===== config.mk =====
export PLATFORM = sky130hd
export DESIGN_NAME = cmr_ram
export DESIGN_NICKNAME = d
export VERILOG_FILES = /design/src/hw/rtl/cmr_ram.sv
export SDC_FILE = /design/constraint.sdc
export NUM_CORES = 1
export LEC_CHECK = 0
export BUFFER_PORTS_ARGS = -buffer_cell sky130_fd_sc_hd__buf_4
export CAP_MARGIN = 10
export CORE_AREA = 2 2 105 107
export CTS_BUF_LIST = sky130_fd_sc_hd__clkbuf_16
export DETAILED_ROUTE_END_ITERATION = 8
export DIE_AREA = 0 0 107 109
export PLACE_DENSITY = 0.64
export REMOVE_ABC_BUFFERS = 1
export SKIP_LAST_GASP = 1
export SYNTH_ARGS = -nofsm -noshare
export SYNTH_HDL_FRONTEND = slang
export SYNTH_SLANG_ARGS = --single-unit
export TNS_END_PERCENT = 10

===== constraint.sdc =====
create_clock -name clk_i -period 2 [get_ports clk_i]
set_input_delay 0.2 -clock clk_i [delete_from_list [all_inputs] [get_ports clk_i]]
set_output_delay 0.2 -clock clk_i [all_outputs]
set_load 0.01 [all_outputs]

===== src/hw/rtl/cmr_ram.sv =====
// ----------------------------------------------------------------------------
// Generic single-port-write RAM
// One write port, one read port, read data registered.
// ----------------------------------------------------------------------------
module cmr_ram #(
  parameter int unsigned Width = 8,
  parameter int unsigned Depth = 16,
  localparam int unsigned AddrW = (Depth > 1) ? $clog2(Depth) : 1
) (
  input  logic             clk_i,
  input  logic             we_i,
  input  logic [AddrW-1:0] waddr_i,
  input  logic [Width-1:0] wdata_i,
  input  logic [AddrW-1:0] raddr_i,
  output logic [Width-1:0] rdata_o
);

  logic [Width-1:0] mem_q [Depth];
  logic [Width-1:0] rdata_q;

  always_ff @(posedge clk_i) begin
    if (we_i) begin
      mem_q[waddr_i] <= wdata_i;
    end
    rdata_q <= mem_q[raddr_i];
  end

  assign rdata_o = rdata_q;

endmodule


; Word-level counts from Yosys, hierarchy flattened
; Memory sizes are Yosys's and may differ from the RTL's. A register that Yosys moved wholly into a read port is not among the register bits.
; Cells that the tools add are included.
[totals]
output_inout_bits = 8
mem_bits_rw = 128
n_memories = 1
ff_bits = 0
in_bits = 18
word_cells = 3
[memory_table]
columns = memory, words, width, read_ports, rd_clocked_by_memory_dff, write_ports, line_no
row1 = mem_q, 16, 8, 1, 1, 1, 18  ; logic [Width-1:0] mem_q [Depth];
[op_classes]
mux = 2
[op_table]
columns = operator, n
row1 = $mux 1, 2

; Depth between registers and ports, before layout
[depth]
word_depth = 2
ltp_mapped = 5
depth_no_buf = 3

; Worst setup path before layout
; OpenSTA, ideal clock, no wires.
[synth_timing]
path_type = input -> register
startpoint = input port waddr_i[2]
endpoint = memory mem_q[0][0], enable pin
stages = 2
n_path_buf = 0
t_arrival_ns = 1.310
path_slack_ns = 0.307
setup_ns = 0.383
t_required_ns = 1.617
cell_sequence = or3b_2 -> nor3_1
[synth_rtl]
columns = element, line_no
row1 = from (decl), 12  ; input logic [AddrW-1:0] waddr_i,
row2 = to (decl), 18
; No word-level cell before the write port.

==> results.sh <==
export IMPL_coreArea_um2=10600
export IMPL_io_pins=26
export IMPL_worstPathRequired_ns=2.29
export IMPL_setup_tns_ns=0
export IMPL_cts_resized=0
export IMPL_syn_to_final_growth_pct=20.6
export IMPL_detail_route_antenna_nets=0
export IMPL_slew_headroom_pct=69.7
export IMPL_clkTransAtPathRegs_ns=0.05
export IMPL_synth_area_per_cell_um2=22.5
export IMPL_met3_length_um=476
export IMPL_chipHeight_um=109
export IMPL_fmax_mhz=746
export IMPL_final_common_cell="edfxtp_1"
export IMPL_finalCoreUtilization_pct=58.6
export IMPL_ir_worst_vdd_v=0.000482
export IMPL_cp_end_kind="register"
export IMPL_clk_latency_ns=0.41
export IMPL_path_cells="mux4_2 > a22oi_1 > nand2_1"
export IMPL_hold_viol=0
export IMPL_cts_tree="built"
export IMPL_antennaDiodeCount=0
export IMPL_rsz0062_at_grt="false"
export IMPL_skew_ns=0.00516
export IMPL_nNetsFinal=301
export IMPL_p_per_area_nw_per_um2=1070
export IMPL_clk_path_buf_depth=2
export IMPL_min_period_ns=1.34
export IMPL_synth_seq_cells=136
export IMPL_netlist_area_um2=5150
export IMPL_yosys_warnings=0
export IMPL_antenna_found_initial=0
export IMPL_htreeDepth=4
export IMPL_routed_top_layer="met4"
export IMPL_postRouteWirelength_mm=9.96
export IMPL_critPathArrivalTime_ns=1.63
export IMPL_vias=2414
export IMPL_start_util_pct=48.5
export IMPL_rows=38
export IMPL_cp_start_kind="register"
export IMPL_post_route_period_util_pct=67.0
export IMPL_clock_sinks=136
export IMPL_finalMaxSlewViolations=0
export IMPL_postCtsHoldBufs=0
export IMPL_drt_iter0_markers=202
export IMPL_tightest_slew_ns=0.455
export IMPL_drc=0
export IMPL_cts_buffers=17
export IMPL_cap_violations=0
export IMPL_finalWeightedCongestion=0.808
export IMPL_dr_pass1_iters=5
export IMPL_route_met2_wl_mm=4.91
export IMPL_setup_ws_ns=0.660
export IMPL_vias_per_cell=5.54
export IMPL_setup_viol=0
export IMPL_cts_setup_buffers=0
export IMPL_die_area_um2=11700
export IMPL_final_fill_count=773
export IMPL_critPathMaxFanout=1
export IMPL_routedWlPerCell_um=22.8
export IMPL_port_buffers=25
export IMPL_pre_cts_slack_ns=0.257
export IMPL_cts_root_buf="clkbuf_16"
export IMPL_fp_dieW_um=107
export IMPL_track_usage_pct=19.3
export IMPL_grt_pass1_vias=2491
export IMPL_grt_max_degree=33
export IMPL_leakage_nw=2.12
export IMPL_yosysSeqAreaShare_pct=77.8
export IMPL_outcome="completed"
export IMPL_p_total_mw=6.67
export IMPL_dpl_hpwl_mm=6.22
export IMPL_critical_path_max_stage_delay_ns=0.47
export IMPL_layout_drive_gt1_share_pct=31.8
export IMPL_grt_pass1_wl_mm=15.2
export IMPL_path_class="reg -> reg"
export IMPL_grt_overflow_total=0
export IMPL_wl_met1_mm=4.45
export IMPL_synth_cell_types=19
export IMPL_hold_class="in -> reg"
export IMPL_syn_inst=229
export IMPL_slowest_stage="mux4_2"
export IMPL_final_cell_mix="edfxtp_1 (128), buf_4 (43), mux4_2 (18), clkbuf_16 (17), a22oi_1 (16)"
worst paths after layout:
path                     start          end  slack, ns  cells after the start
setup / recovery   mem_q[8][7]   rdata_o[7]       0.66                      3
hold / removal      wdata_i[1]  mem_q[6][1]       0.10                      1
setup reg to reg   mem_q[8][7]   rdata_o[7]       0.66                      3
hold reg to reg   mem_q[14][2]   rdata_o[2]       0.67                      3
cell usage after synthesis, drive strengths merged:
cell type	number	share of area (%)
clkdlybuf4s25	3	0.58
nor3	4	0.39
edfxtp	128	75
nand3b	2	0.29
buf	7	1.1
and2b	1	0.15
nor2	13	0.95
nand3	1	0.097
and2	1	0.12
nand2	9	0.66
a22oi	16	2.3
or3b	1	0.17
dfxtp	8	3.1
nand2b	2	0.24
nor2b	1	0.12
mux4	32	15
state kept, by name, indices dropped and copies added, names as in the netlist:
signal	flops
rdata_o	8
mem_q	128
cell type report:
cell class | instances | area, um^2 | area share (%)
repair buffers | 45 | 363 | 5.84
clock buffers | 17 | 425 | 6.85
flip-flops and latches | 136 | 4000 | 64.5
clock inverters | 15 | 184 | 2.96
well taps | 140 | 175 | 2.82
multi-input cells | 83 | 1060 | 17.0
report_power, final:
part           total [mW]  internal, mW  switching (mW)
clock                3.14          2.06            1.08
sequential           3.21          3.19          0.0209
combinational       0.319         0.149           0.170
total                6.67          5.40            1.27
stage by stage:
step | cell area [um^2] | hold slack [ns] | std cells
6_report | 6210 | 0.100 | 436
5_1_grt | 6210 | 0.0956 | 436
4_1_cts | 6210 | 0.0779 | 436
3_5_place_dp | 5600 | 0.513 | 404
3_3_place_gp | 5600 | 0.506 | 404
2_1_floorplan | 5060 | 0.299 | 219
per-layer routing:
metal / up-vias / GRT usage (%)
li1: 1082 / -
met1: 1247 / 26.4
met2: 76 / 30.1
met3: 9 / 5.08
met4: 0 / 7.51
met5: - / 0
kinds of logic (layout without fill, tap and decap cells):
group,Yosys count,in the layout,synth area share (%)
simple gates,35,35,3.18
compound gates,16,16,2.33
flops,136,136,77.8
mux,32,32,15.0
buf+inv,10,77,1.68
critical path: cells and delay by family (launching register included):
family          cells  cell delay (ns)
simple gates        1             0.08
compound gates      1             0.29
flops               1             0.39
mux                 1             0.47
(Power assumes the default switching activity.)
